--- src/hw/rtl/ptd_pkg.sv ---
// Shared types and constants for the trace packet decoder.
// Holds the item structs, kind codes, header bytes and controller links.
// Depends on nothing.
`default_nettype none
package ptd_pkg;

  localparam int WinBytes = 16;
  localparam int FillW = 5;
  localparam int CntW = 32;

  typedef struct packed {
    logic [7:0] data_byte;
    logic       last_byte;
  } in_item_t;

  typedef struct packed {
    logic [4:0]  kind;
    logic [31:0] byte_offset;
    logic [63:0] payload;
    logic [31:0] aux_value;
    logic [5:0]  tnt_count;
    logic        error_flag;
    logic        last_result;
  } out_item_t;

  typedef struct packed {
    logic accept;
    logic sync_step;
    logic decode;
    logic summary;
  } ptd_cmd_t;

  typedef struct packed {
    logic in_sync;
    logic fill_full;
    logic fill_nz;
    logic draining;
  } ptd_status_t;

  localparam logic [4:0] K_PAD       = 5'd0;
  localparam logic [4:0] K_TNT8      = 5'd1;
  localparam logic [4:0] K_TNT64     = 5'd2;
  localparam logic [4:0] K_PIP       = 5'd3;
  localparam logic [4:0] K_CBR       = 5'd4;
  localparam logic [4:0] K_STOP      = 5'd5;
  localparam logic [4:0] K_OVF       = 5'd6;
  localparam logic [4:0] K_PSB       = 5'd7;
  localparam logic [4:0] K_PSBEND    = 5'd8;
  localparam logic [4:0] K_MNT       = 5'd9;
  localparam logic [4:0] K_TMA       = 5'd10;
  localparam logic [4:0] K_VMCS      = 5'd11;
  localparam logic [4:0] K_TIP       = 5'd12;
  localparam logic [4:0] K_TIP_PGE   = 5'd13;
  localparam logic [4:0] K_TIP_PGD   = 5'd14;
  localparam logic [4:0] K_FUP       = 5'd15;
  localparam logic [4:0] K_MODE_TSX  = 5'd16;
  localparam logic [4:0] K_MODE_EXEC = 5'd17;
  localparam logic [4:0] K_TSC       = 5'd18;
  localparam logic [4:0] K_MTC       = 5'd19;
  localparam logic [4:0] K_CYC       = 5'd20;
  localparam logic [4:0] K_UNKNOWN   = 5'd21;
  localparam logic [4:0] K_SUMMARY   = 5'd22;

  localparam logic [7:0] H_EXT    = 8'h02;
  localparam logic [7:0] H_TNT64  = 8'ha3;
  localparam logic [7:0] H_PIP    = 8'h43;
  localparam logic [7:0] H_CBR    = 8'h03;
  localparam logic [7:0] H_STOP   = 8'h83;
  localparam logic [7:0] H_OVF    = 8'hf3;
  localparam logic [7:0] H_PSB    = 8'h82;
  localparam logic [7:0] H_PSBEND = 8'h23;
  localparam logic [7:0] H_MNT    = 8'hc3;
  localparam logic [7:0] H_MNT2   = 8'h88;
  localparam logic [7:0] H_TMA    = 8'h73;
  localparam logic [7:0] H_VMCS   = 8'hc8;
  localparam logic [7:0] H_MODE   = 8'h99;
  localparam logic [7:0] H_TSC    = 8'h19;
  localparam logic [7:0] H_MTC    = 8'h59;

  localparam logic [4:0] IP_TIP     = 5'h0d;
  localparam logic [4:0] IP_TIP_PGE = 5'h11;
  localparam logic [4:0] IP_TIP_PGD = 5'h01;
  localparam logic [4:0] IP_FUP     = 5'h1d;

endpackage
`default_nettype wire

--- src/hw/rtl/ptd_ctrl.sv ---
// Controller state machine of the trace packet decoder.
// Sequences accept, sync search, decode and summary; uses ptd_pkg.
`default_nettype none
module ptd_ctrl (
  input  wire logic                clk,
  input  wire logic                rst_n,
  input  wire logic                in_valid,
  output logic                     in_stall,
  output logic                     out_valid,
  input  wire logic                out_stall,
  input  wire ptd_pkg::ptd_status_t st,
  output ptd_pkg::ptd_cmd_t        cmd
);

  typedef enum logic [2:0] {
    S_IDLE = 3'b001,
    S_STEP = 3'b010,
    S_OUT  = 3'b100
  } state_t;

  state_t state_r, state_nxt;

  always_comb begin
    state_nxt = state_r;
    cmd = '0;
    case (state_r)
      S_IDLE: begin
        if (in_valid) begin
          cmd.accept = 1'b1;
          state_nxt = S_STEP;
        end
      end
      S_STEP: begin
        if (!st.in_sync && st.fill_full) begin
          cmd.sync_step = 1'b1;
        end else if (st.in_sync && (st.fill_full || (st.draining && st.fill_nz))) begin
          cmd.decode = 1'b1;
          state_nxt = S_OUT;
        end else if (st.draining) begin
          cmd.summary = 1'b1;
          state_nxt = S_OUT;
        end else begin
          state_nxt = S_IDLE;
        end
      end
      S_OUT: begin
        if (!out_stall) begin
          state_nxt = S_STEP;
        end
      end
      default: state_nxt = S_IDLE;
    endcase
  end

  always_ff @(posedge clk) begin
    if (!rst_n) begin
      state_r <= S_IDLE;
    end else begin
      state_r <= state_nxt;
    end
  end

  assign in_stall = (state_r != S_IDLE);
  assign out_valid = (state_r == S_OUT);

endmodule
`default_nettype wire

--- src/hw/rtl/ptd_datapath.sv ---
// Datapath of the trace packet decoder: byte window, counters, last IP,
// packet decode and the result register. Uses ptd_pkg.
`default_nettype none
module ptd_datapath (
  input  wire logic                clk,
  input  wire logic                rst_n,
  input  wire ptd_pkg::in_item_t   in_item,
  input  wire ptd_pkg::ptd_cmd_t   cmd,
  output ptd_pkg::ptd_status_t     st,
  output ptd_pkg::out_item_t       out_item
);

  logic [7:0] w_r [ptd_pkg::WinBytes];
  logic [7:0] w_nxt [ptd_pkg::WinBytes];
  logic [7:0] mw [ptd_pkg::WinBytes];
  logic [ptd_pkg::FillW-1:0] fill_r, fill_nxt;
  logic sync_r, sync_nxt, drain_r, drain_nxt;
  logic [63:0] lastip_r, lastip_nxt;
  logic [ptd_pkg::CntW-1:0] skip_r, skip_nxt, ovf_r, ovf_nxt;
  logic [31:0] pos_r, pos_nxt;
  ptd_pkg::out_item_t out_r, out_nxt;

  logic psb_ok, full;
  logic [7:0] b0, b1;
  logic [47:0] le6;
  logic [4:0] d_kind;
  logic [63:0] d_pay;
  logic [31:0] d_aux;
  logic [5:0] d_cnt;
  logic d_err, d_ipwe, d_ovf, matched;
  logic [4:0] d_used;
  logic [1:0] tnt_sel;
  logic [63:0] ip_v;
  logic [2:0] ipl;
  logic [47:0] tnt_v;
  logic [5:0] tnt_j;
  logic [63:0] cyc;
  logic cyc_ext;
  logic cyc_err;
  logic [4:0] cyc_idx;
  logic [4:0] k;
  logic [5:0] sh;
  logic [ptd_pkg::CntW:0] sum_w;

  assign full = (fill_r == 5'(ptd_pkg::WinBytes));

  always_comb begin
    for (int i = 0; i < ptd_pkg::WinBytes; i++) begin
      mw[i] = (5'(i) < fill_r) ? w_r[i] : 8'd0;
    end
  end

  always_comb begin
    psb_ok = full;
    for (int i = 0; i < 16; i++) begin
      if (w_r[i] != (((i % 2) == 1) ? ptd_pkg::H_PSB : ptd_pkg::H_EXT)) begin
        psb_ok = 1'b0;
      end
    end
  end

  assign b0 = mw[0];
  assign b1 = mw[1];
  assign le6 = {mw[7], mw[6], mw[5], mw[4], mw[3], mw[2]};
  assign ipl = b0[7:5];

  always_comb begin
    cyc = {59'd0, b0[7:3]};
    cyc_ext = b0[2];
    cyc_idx = 5'd1;
    cyc_err = 1'b0;
    for (int i = 1; i < ptd_pkg::WinBytes; i++) begin
      if (cyc_ext && (5'(i) < fill_r)) begin
        if (5 + 7 * (i - 1) >= 64) begin
          if (mw[i][7:1] != 7'd0) cyc_err = 1'b1;
        end else begin
          cyc = cyc | (64'(mw[i][7:1]) << (5 + 7 * (i - 1)));
          if ((5 + 7 * (i - 1) > 57) && ((mw[i][7:1] >> (59 - 7 * (i - 1))) != 7'd0)) begin
            cyc_err = 1'b1;
          end
        end
        cyc_ext = mw[i][0];
        cyc_idx = 5'(i + 1);
      end
    end
    if (cyc_ext) cyc_err = 1'b1;
  end

  always_comb begin
    tnt_j = 6'd0;
    for (int i = 0; i < 48; i++) begin
      if (tnt_v[i]) tnt_j = 6'(i);
    end
  end

  always_comb begin
    d_kind = ptd_pkg::K_UNKNOWN;
    d_pay = {56'd0, b0};
    d_aux = 32'd0;
    d_cnt = 6'd0;
    d_err = 1'b0;
    d_used = 5'd0;
    d_ipwe = 1'b0;
    d_ovf = 1'b0;
    tnt_sel = 2'd0;
    matched = 1'b0;
    ip_v = lastip_r;
    tnt_v = le6;
    if (b0 == ptd_pkg::H_EXT && fill_r >= 5'd2) begin
      matched = 1'b1;
      d_pay = 64'd0;
      if (b1 == ptd_pkg::H_TNT64 && fill_r >= 5'd8) begin
        d_kind = ptd_pkg::K_TNT64; tnt_sel = 2'd2; d_used = 5'd8;
      end else if (b1 == ptd_pkg::H_PIP && fill_r >= 5'd8) begin
        d_kind = ptd_pkg::K_PIP; d_pay = {12'd0, le6[47:1], 5'd0}; d_used = 5'd8;
      end else if (b1 == ptd_pkg::H_CBR && fill_r >= 5'd4 && mw[3] == 8'd0) begin
        d_kind = ptd_pkg::K_CBR; d_pay = {56'd0, mw[2]}; d_used = 5'd4;
      end else if (b1 == ptd_pkg::H_STOP) begin
        d_kind = ptd_pkg::K_STOP; d_used = 5'd2;
      end else if (b1 == ptd_pkg::H_OVF) begin
        d_kind = ptd_pkg::K_OVF; d_used = 5'd2; d_ovf = 1'b1;
      end else if (b1 == ptd_pkg::H_PSB && psb_ok) begin
        d_kind = ptd_pkg::K_PSB; d_used = 5'd16;
      end else if (b1 == ptd_pkg::H_PSBEND) begin
        d_kind = ptd_pkg::K_PSBEND; d_used = 5'd2;
      end else if (b1 == ptd_pkg::H_MNT && fill_r >= 5'd11 && mw[2] == ptd_pkg::H_MNT2) begin
        d_kind = ptd_pkg::K_MNT;
        d_pay = {mw[10], mw[9], mw[8], mw[7], mw[6], mw[5], mw[4], mw[3]};
        d_used = 5'd11;
      end else if (b1 == ptd_pkg::H_TMA && fill_r >= 5'd7) begin
        d_kind = ptd_pkg::K_TMA; d_pay = {48'd0, mw[3], mw[2]};
        d_aux = {23'd0, mw[6][0], mw[5]}; d_used = 5'd7;
      end else if (b1 == ptd_pkg::H_VMCS && fill_r >= 5'd7) begin
        d_kind = ptd_pkg::K_VMCS;
        d_pay = {12'd0, mw[6], mw[5], mw[4], mw[3], mw[2], 12'd0};
        d_used = 5'd7;
      end else begin
        matched = 1'b0;
        d_pay = {56'd0, b0};
      end
    end
    if (!matched) begin
      if (!b0[0]) begin
        d_pay = 64'd0; d_used = 5'd1;
        if (b0 == 8'd0) begin
          d_kind = ptd_pkg::K_PAD;
        end else begin
          d_kind = ptd_pkg::K_TNT8; tnt_sel = 2'd1; tnt_v = {41'd0, b0[7:1]};
        end
      end else if (b0[4:0] == ptd_pkg::IP_TIP || b0[4:0] == ptd_pkg::IP_TIP_PGE ||
                   b0[4:0] == ptd_pkg::IP_TIP_PGD || b0[4:0] == ptd_pkg::IP_FUP) begin
        case (b0[4:0])
          ptd_pkg::IP_TIP:     d_kind = ptd_pkg::K_TIP;
          ptd_pkg::IP_TIP_PGE: d_kind = ptd_pkg::K_TIP_PGE;
          ptd_pkg::IP_TIP_PGD: d_kind = ptd_pkg::K_TIP_PGD;
          default:             d_kind = ptd_pkg::K_FUP;
        endcase
        d_aux = {29'd0, ipl};
        d_pay = 64'd0;
        d_used = 5'd1;
        if (ipl == 3'd0) begin
          d_ipwe = 1'b1; ip_v = 64'd0;
        end else if (ipl >= 3'd4) begin
          d_ipwe = 1'b0;
        end else if (fill_r < 5'd1 + {1'b0, ipl, 1'b0}) begin
          d_ipwe = 1'b1; ip_v = 64'd0; d_err = 1'b1;
        end else begin
          ip_v[15:0] = {mw[2], mw[1]};
          if (ipl >= 3'd2) ip_v[31:16] = {mw[4], mw[3]};
          if (ipl == 3'd3) ip_v[47:32] = {mw[6], mw[5]};
          ip_v[63:48] = {16{ip_v[47]}};
          d_ipwe = 1'b1; d_pay = ip_v;
          d_used = 5'd1 + {1'b0, ipl, 1'b0};
        end
      end else if (b0 == ptd_pkg::H_MODE && fill_r >= 5'd2 && b1[7:6] == 2'd0) begin
        d_kind = b1[5] ? ptd_pkg::K_MODE_TSX : ptd_pkg::K_MODE_EXEC;
        d_pay = {62'd0, b1[1:0]}; d_used = 5'd2;
      end else if (b0 == ptd_pkg::H_TSC && fill_r >= 5'd8) begin
        d_kind = ptd_pkg::K_TSC;
        d_pay = {8'd0, mw[7], mw[6], mw[5], mw[4], mw[3], mw[2], mw[1]};
        d_used = 5'd8;
      end else if (b0 == ptd_pkg::H_MTC && fill_r >= 5'd2) begin
        d_kind = ptd_pkg::K_MTC; d_pay = {56'd0, b1}; d_used = 5'd2;
      end else if (b0[1:0] == 2'b11) begin
        d_kind = ptd_pkg::K_CYC; d_pay = cyc; d_used = cyc_idx; d_err = cyc_err;
      end
    end
    if (tnt_sel != 2'd0) begin
      if (tnt_v == 48'd0) begin
        d_err = 1'b1;
      end else begin
        d_cnt = tnt_j;
        d_pay = {16'd0, tnt_v ^ (48'd1 << tnt_j)};
      end
    end
  end

  assign sum_w = {1'b0, skip_r} + (ptd_pkg::CntW + 1)'(fill_r);

  always_comb begin
    for (int i = 0; i < ptd_pkg::WinBytes; i++) w_nxt[i] = w_r[i];
    fill_nxt = fill_r;
    sync_nxt = sync_r;
    drain_nxt = drain_r;
    lastip_nxt = lastip_r;
    skip_nxt = skip_r;
    ovf_nxt = ovf_r;
    pos_nxt = pos_r;
    out_nxt = out_r;
    k = 5'd0;
    sh = 6'd0;
    if (cmd.accept) begin
      if (!full) begin
        w_nxt[fill_r[3:0]] = in_item.data_byte;
        fill_nxt = fill_r + 5'd1;
      end
      if (in_item.last_byte) drain_nxt = 1'b1;
    end
    if (cmd.sync_step) begin
      if (psb_ok) begin
        sync_nxt = 1'b1;
      end else begin
        k = 5'd1;
        if (skip_r != '1) skip_nxt = skip_r + 1'b1;
      end
    end
    if (cmd.decode) begin
      out_nxt.kind = d_kind;
      out_nxt.byte_offset = pos_r;
      out_nxt.payload = d_pay;
      out_nxt.aux_value = d_aux;
      out_nxt.tnt_count = d_cnt;
      out_nxt.error_flag = d_err;
      out_nxt.last_result = 1'b0;
      if (d_ipwe) lastip_nxt = ip_v;
      if (d_ovf && ovf_r != '1) ovf_nxt = ovf_r + 1'b1;
      if (d_used == 5'd0) sync_nxt = 1'b0;
      k = d_used;
    end
    if (k != 5'd0) begin
      for (int i = 0; i < ptd_pkg::WinBytes; i++) begin
        sh = 6'(i) + {1'b0, k};
        if (sh < 6'(ptd_pkg::WinBytes)) w_nxt[i] = w_r[sh[3:0]];
      end
      fill_nxt = fill_r - k;
      pos_nxt = pos_r + 32'(k);
    end
    if (cmd.summary) begin
      out_nxt.kind = ptd_pkg::K_SUMMARY;
      out_nxt.byte_offset = pos_r;
      out_nxt.payload = 64'(sum_w[ptd_pkg::CntW] ? {ptd_pkg::CntW{1'b1}}
                                                : sum_w[ptd_pkg::CntW-1:0]);
      out_nxt.aux_value = 32'(ovf_r);
      out_nxt.tnt_count = 6'd0;
      out_nxt.error_flag = 1'b0;
      out_nxt.last_result = 1'b1;
      fill_nxt = '0;
      sync_nxt = 1'b0;
      drain_nxt = 1'b0;
      lastip_nxt = 64'd0;
      skip_nxt = '0;
      ovf_nxt = '0;
      pos_nxt = 32'd0;
    end
  end

  always_ff @(posedge clk) begin
    if (!rst_n) begin
      fill_r <= '0;
      sync_r <= 1'b0;
      drain_r <= 1'b0;
      lastip_r <= 64'd0;
      skip_r <= '0;
      ovf_r <= '0;
      pos_r <= 32'd0;
    end else begin
      fill_r <= fill_nxt;
      sync_r <= sync_nxt;
      drain_r <= drain_nxt;
      lastip_r <= lastip_nxt;
      skip_r <= skip_nxt;
      ovf_r <= ovf_nxt;
      pos_r <= pos_nxt;
    end
  end

  always_ff @(posedge clk) begin
    for (int i = 0; i < ptd_pkg::WinBytes; i++) w_r[i] <= w_nxt[i];
    out_r <= out_nxt;
  end

  assign st.in_sync = sync_r;
  assign st.fill_full = full;
  assign st.fill_nz = (fill_r != '0);
  assign st.draining = drain_r;
  assign out_item = out_r;

endmodule
`default_nettype wire

--- src/hw/rtl/pt_trace_packet_decoder.sv ---
// Processor-trace packet decoder top level; instantiates ptd_ctrl and
// ptd_datapath and uses ptd_pkg.
// An item is accepted and examined in the next cycle, so a byte that yields no result
// returns the controller to idle to let the next item in; each sync-search step stays
// in the step state and each result passes decode then output, plus any wait until taken.
// Synchronous active-low reset clears the window fill, sync, counters and state.
`default_nettype none
module pt_trace_packet_decoder (
  input  wire logic               clk,
  input  wire logic               rst_n,
  input  wire logic               in_valid,
  output logic                    in_stall,
  input  wire ptd_pkg::in_item_t  in_item,
  output logic                    out_valid,
  input  wire logic               out_stall,
  output ptd_pkg::out_item_t      out_item
);

  ptd_pkg::ptd_cmd_t    cmd;
  ptd_pkg::ptd_status_t st;

  ptd_ctrl u_ctrl (
    .clk       (clk),
    .rst_n     (rst_n),
    .in_valid  (in_valid),
    .in_stall  (in_stall),
    .out_valid (out_valid),
    .out_stall (out_stall),
    .st        (st),
    .cmd       (cmd)
  );

  ptd_datapath u_dp (
    .clk      (clk),
    .rst_n    (rst_n),
    .in_item  (in_item),
    .cmd      (cmd),
    .st       (st),
    .out_item (out_item)
  );

  a_no_accept_while_result : assert property (@(posedge clk) disable iff (!rst_n)
    out_valid |-> in_stall) else $error("input accepted while a result waits");

  a_summary_clears : assert property (@(posedge clk) disable iff (!rst_n)
    (out_valid && !out_stall && out_item.last_result) |-> (!st.in_sync && !st.fill_nz))
    else $error("state not cleared after summary");

endmodule
`default_nettype wire

--- config.mk ---
export PLATFORM = sky130hd
export DESIGN_NAME = pt_trace_packet_decoder
export DESIGN_NICKNAME = d
export VERILOG_FILES = /design/src/hw/rtl/ptd_pkg.sv /design/src/hw/rtl/ptd_ctrl.sv /design/src/hw/rtl/ptd_datapath.sv /design/src/hw/rtl/pt_trace_packet_decoder.sv
export SDC_FILE = /design/constraint.sdc
export NUM_CORES = 2
export LEC_CHECK = 0
export ABC_AREA = 1
export BUFFER_PORTS_ARGS = -buffer_cell sky130_fd_sc_hd__buf_2
export CORE_MARGIN = 10
export CORE_UTILIZATION = 30
export CTS_BUF_LIST = sky130_fd_sc_hd__clkbuf_4 sky130_fd_sc_hd__clkbuf_8
export DETAILED_ROUTE_END_ITERATION = 10
export PLACE_DENSITY = 0.46
export SETUP_SLACK_MARGIN = 0.5
export SYNTH_ARGS = -nofsm -noshare
export SYNTH_HDL_FRONTEND = slang
export SYNTH_SLANG_ARGS = --single-unit
export TNS_END_PERCENT = 5
--- constraint.sdc ---
create_clock -name clk -period 8.1 [get_ports clk]
set_input_delay 2.025 -clock clk [delete_from_list [all_inputs] [get_ports clk]]
set_output_delay 2.025 -clock clk [all_outputs]
set_load 0.01 [all_outputs]
==> metrics list <==
- Result of the run: finished with violations
- The checks that failed: max-capacitance violations.
- The share of total power dissipated in combinational logic is 50.0%.
- Synthesized-area fraction occupied by adder cells: between 1 and 1.5%
- Count of maximum capacitance violations: 1
- Antenna violations before repair: 18
- In this run the worst path has a maximum fanout of 40.
* Arrival time worst endpoint: ~7.5 ns
- DP Wirelength: roughly 150000 um
* Top-Level Pins: approximately 160
* Share of the synthesized area in the top cell type: 17.9%
- Of the cells placed in the final design, the portion with a size suffix greater than 1 is ~12%.
- DR DRC count: 0
* Yosys reg bits: ~410
- In this run the tool buffered the top-level ports with 155 buffer cells.
* Die width: between 300 and 400 um
- Clock-pin slew was measured on the worst setup and hold paths at 0.06 ns.
* Worst setup slack for register-to-register paths: between 1 and 1.5 ns
* Number of vias after detailed routing: roughly 38k
- The worst setup path is launched from a flop.
* Number of nets in the finished design: 5183
- Proportion of total power due to net switching: 52.9%
- Counting flops with an async set or reset pin after synthesis yields a share of 0%.
- Entering global routing, the biggest net connects between 200 and 250 pins.
* Remaining global-route overflow: 0
* Worst reg2reg path depth: 59
- Clock skew on the completed layout was measured at approximately 0.079 ns.
- The path with the worst hold slack has its endpoint at u_dp.lastip_r[36].
- The worst setup path is of the reg2reg kind.
- Sequential fraction of the synthesis area: 31.3%
- The later pin in the worst-skew pair is clocked with a latency of just over 0.8 ns.
- Synth unique cells: 71
* Delay of the slowest critical-path stage: roughly 0.83 ns
* Effective utilization at floorplan: approximately 30%
- Source of the worst hold timing path: u_dp.lastip_r[36]
* Cell area power density: 289 nW/um^2
- Simple-gate share of the synthesized area: a little over a quarter
- Tightest hold margin: about 0.45 ns
- Layout Utilization: roughly 34%
- Across the VDD grid, the largest voltage drop is between 150 and 200 uV.
- Routed wire per std cell: 29.3 um
* CP max stage cell: nor2_1
- TritonCTS built the clock tree.
- CTS sink count: between 400 and 500
- The worst pin sits at a relative slew slack of between 1 and 1.5%.
- Synthesis produced a netlist whose cell count is ~5.0k.
* Hold violation count in the final report: 0
- Wires add up to between 150000 and 200000 um.
- Antenna Nets Post-Route: 0
- The clock passes through at most 3 buffers.
- For this run, the number of Yosys warnings is 0.
- The first global-routing pass estimated between 200000 and 300000 um of wire.
* Final Slew Violations: 0
* Share of the synthesized area in compound gates (AO/OA/AOI/OAI): 28.6%
- Top flip-flop cell by instance count after synthesis: dfxtp_1
- The worst setup path is captured at a flop.
- The die is approximately 350 um tall.
- Clock period minus worst slack: between 7 and 8 ns
- Ratio of routed vias to standard cells: between 5 and 6
* Mux cell area share after synthesis: less than 1%
* Final Setup Violations: 0
* Drt first-iter violations: ~4.8k
* Post-Synthesis Net Count: between 5k and 6k
- Slew of the pin with the lowest slew margin: 1.46 ns
- Root Buffer Master: clkbuf_8
- Global placement routability congestion: about 1.1
- Setup repair after global routing missed its margin: false
- The analysis attributes to cell leakage a power of around 14 nW.
- Cell internal power was estimated by the tool at roughly 5 mW.
* Tot GR Track Use: 30.5%
- Layout Area Growth over Synthesis: 14.0%
- Of the available clock period, the critical path in the final layout requires 86.4%.
- The via count of the first global-routing pass was roughly 36k.
* Xor/xnor share of the synthesized area: ~1.1%
- EDFF count, synth: 192
- Peak Freq: 0.143 GHz
* Net load switching power: between 5 and 6 mW
- Cell seen most often among critical-path stages: nand2_1
- The worst hold path passes through 2 cells.
* Clock power frac: about 23%
- CTS built an H-tree with a depth of 3.
* Count of standard-cell rows: between 100 and 150
* Syn Area/Cell: ~6.4 sq um
- The startpoint identified for the worst register-to-register timing path is u_dp.w_r[14][7].
- Number of buffers added by the clock tree synthesis step: between 80 and 90
* Standard cell core area: between 100000 and 150000 sq um
* Number of buffers added to fix hold violations after cts: 0
- R2R Path End: u_dp.out_item[42]
- The path class of the tightest hold or removal check is reg2reg.
* Total negative slack: 0 ns
* Worst endpoint required time: around 8.6 ns
* Post-synthesis instance area: ~32000 sq um
* Drt pass-1 iters: 6
- In this run, flip-flops and latches consume between 20% and 30% of the power.
* Top cell type by total area after synthesis: edfxtp_1
- Largest family of logic cells by synthesized area: compound AO/OA/AOI/OAI gates
* Area enclosed by the die boundary: 121000 sq um
* Cell types with the largest area share after synthesis: edfxtp_1 18%, dfxtp_1 13%, o21ai_0 13%
==> final cells by class <==
class | instances | area (sq um)
timing repair buffer | 296 | 1860
fill | 11900 | 70100
inverter | 674 | 2540
clock buffer | 116 | 1460
sequential | 407 | 10100
multi-input combinational | 3676 | 18600
antenna | 6 | 15.0
tap | 1403 | 1760
clock inverter | 37 | 325
==> per-stage QoR <==
step                total power [mW]  instance area, sq um  setup WS (ns)  std cells
floorplan                       5.40                 32200           1.37       5023
global placement                7.97                 34800          0.866       6449
detailed placement              7.91                 34800          0.721       6449
CTS                             10.3                 36600          0.738       6602
global route                    10.9                 36700          0.515       6610
finish                          10.6                 36700           1.10       6615
==> worst max-delay path, delay by kind of cell, from the launching register on <==
| family | cells | cell delay (ns) |
|---|---|---|
| buffers and inverters | 3 | 0.36 |
| and+or+nand+nor | 55 | 5.45 |
| DFF | 1 | 0.37 |
| AOI/OAI and AO/OA | 1 | 0.54 |
==> Yosys cell counts, types with 31 or more instances <==
| library cell | count |
|---|---|
| nand2_1 | 977 |
| edfxtp_1 | 192 |
| o22ai_1 | 133 |
| nor2_1 | 557 |
| o31ai_1 | 60 |
| dfxtp_1 | 215 |
| a221oi_1 | 37 |
| xor2_1 | 31 |
| nand4_1 | 33 |
| a211oi_1 | 66 |
| a31oi_1 | 39 |
| o211ai_1 | 49 |
| or2_2 | 73 |
| nor3_1 | 113 |
| nand3_1 | 148 |
| o21ai_0 | 833 |
| inv_1 | 639 |
| clkbuf_1 | 203 |
| a21oi_1 | 283 |
| buf_1 | 34 |
==> state kept, by name, summed over array words and instances, names as in the netlist <==
| signal | count |
|---|---|
| u_dp.lastip_r | 32 |
| u_dp.pos_r | 32 |
| u_ctrl.state_r | 3 |
| u_dp.w_r | 128 |
| u_dp.ovf_r | 32 |
| u_dp.out_item | 141 |
| u_dp.drain_r | 1 |
| u_dp.fill_r | 5 |
| u_dp.skip_r | 32 |
| u_dp.sync_r | 1 |
==> routing by layer <==
metal,vias to the layer above,track usage (%),part of all wire [%]
met5,-,0,0.065
met4,20,20.5,7.8
met3,566,6.94,9.4
met2,2236,47.6,44
met1,18200,37.4,39
li1,17400,-,-
==> cells in the final DEF (no fill, tap or decap), types with 49 or more instances in the layout <==
| cell | netlist | routed |
|---|---|---|
| buf_4 | 3 | 139 |
| nand3_1 | 148 | 148 |
| nand2_1 | 977 | 974 |
| buf_2 | 24 | 155 |
| o211ai_1 | 49 | 49 |
| or2_2 | 73 | 73 |
| nor3_1 | 113 | 113 |
| clkbuf_8 | 0 | 94 |
| edfxtp_1 | 192 | 192 |
| o21ai_0 | 833 | 832 |
| a211oi_1 | 66 | 66 |
| dfxtp_1 | 215 | 211 |
| a21oi_1 | 283 | 282 |
| inv_1 | 639 | 635 |
| o31ai_1 | 60 | 60 |
| o22ai_1 | 133 | 133 |
| nor2_1 | 557 | 548 |
==> power by group through the flow <==
stage | clock (mW) | sequential [mW] | combinational [mW]
final | 2.38 | 2.90 | 5.30
after global routing | 2.53 | 2.89 | 5.53
after CTS | 2.44 | 2.86 | 5.03
after detailed placement | 0 | 2.90 | 5.01
after global placement | 0 | 2.90 | 5.07
after floorplan | 0 | 2.65 | 2.74
==> kinds of logic after synthesis <==
family | after synthesis
AOI/OAI and AO/OA | 1609
xor gates and xnor gates | 39
adders and majority gates | 33
buffers and inverters | 940
DFF | 407
muxes | 13
and+or+nand+nor | 1982
==> worst max-delay path by stage <==
stage                         start                 to  slack (ns)  cells after the start
finish              u_dp.w_r[14][7]  u_dp.out_item[42]        1.10                     59
global route         u_dp.fill_r[4]  u_dp.out_item[49]        0.52                     60
CTS                  u_dp.fill_r[2]    u_dp.w_r[13][4]        0.74                     42
detailed placement   u_dp.fill_r[2]     u_dp.pos_r[30]        0.72                     57
global placement     u_dp.fill_r[2]     u_dp.pos_r[30]        0.87                     57
floorplan            u_dp.fill_r[1]     u_dp.pos_r[30]        1.37                     61
==> what timing repair did <==
action,4_1_cts,5_1_grt
resized for setup,0,14
setup endpoints to repair,0,79
setup buffers,0,6
No activity file was read; power rests on OpenSTA's default activity.
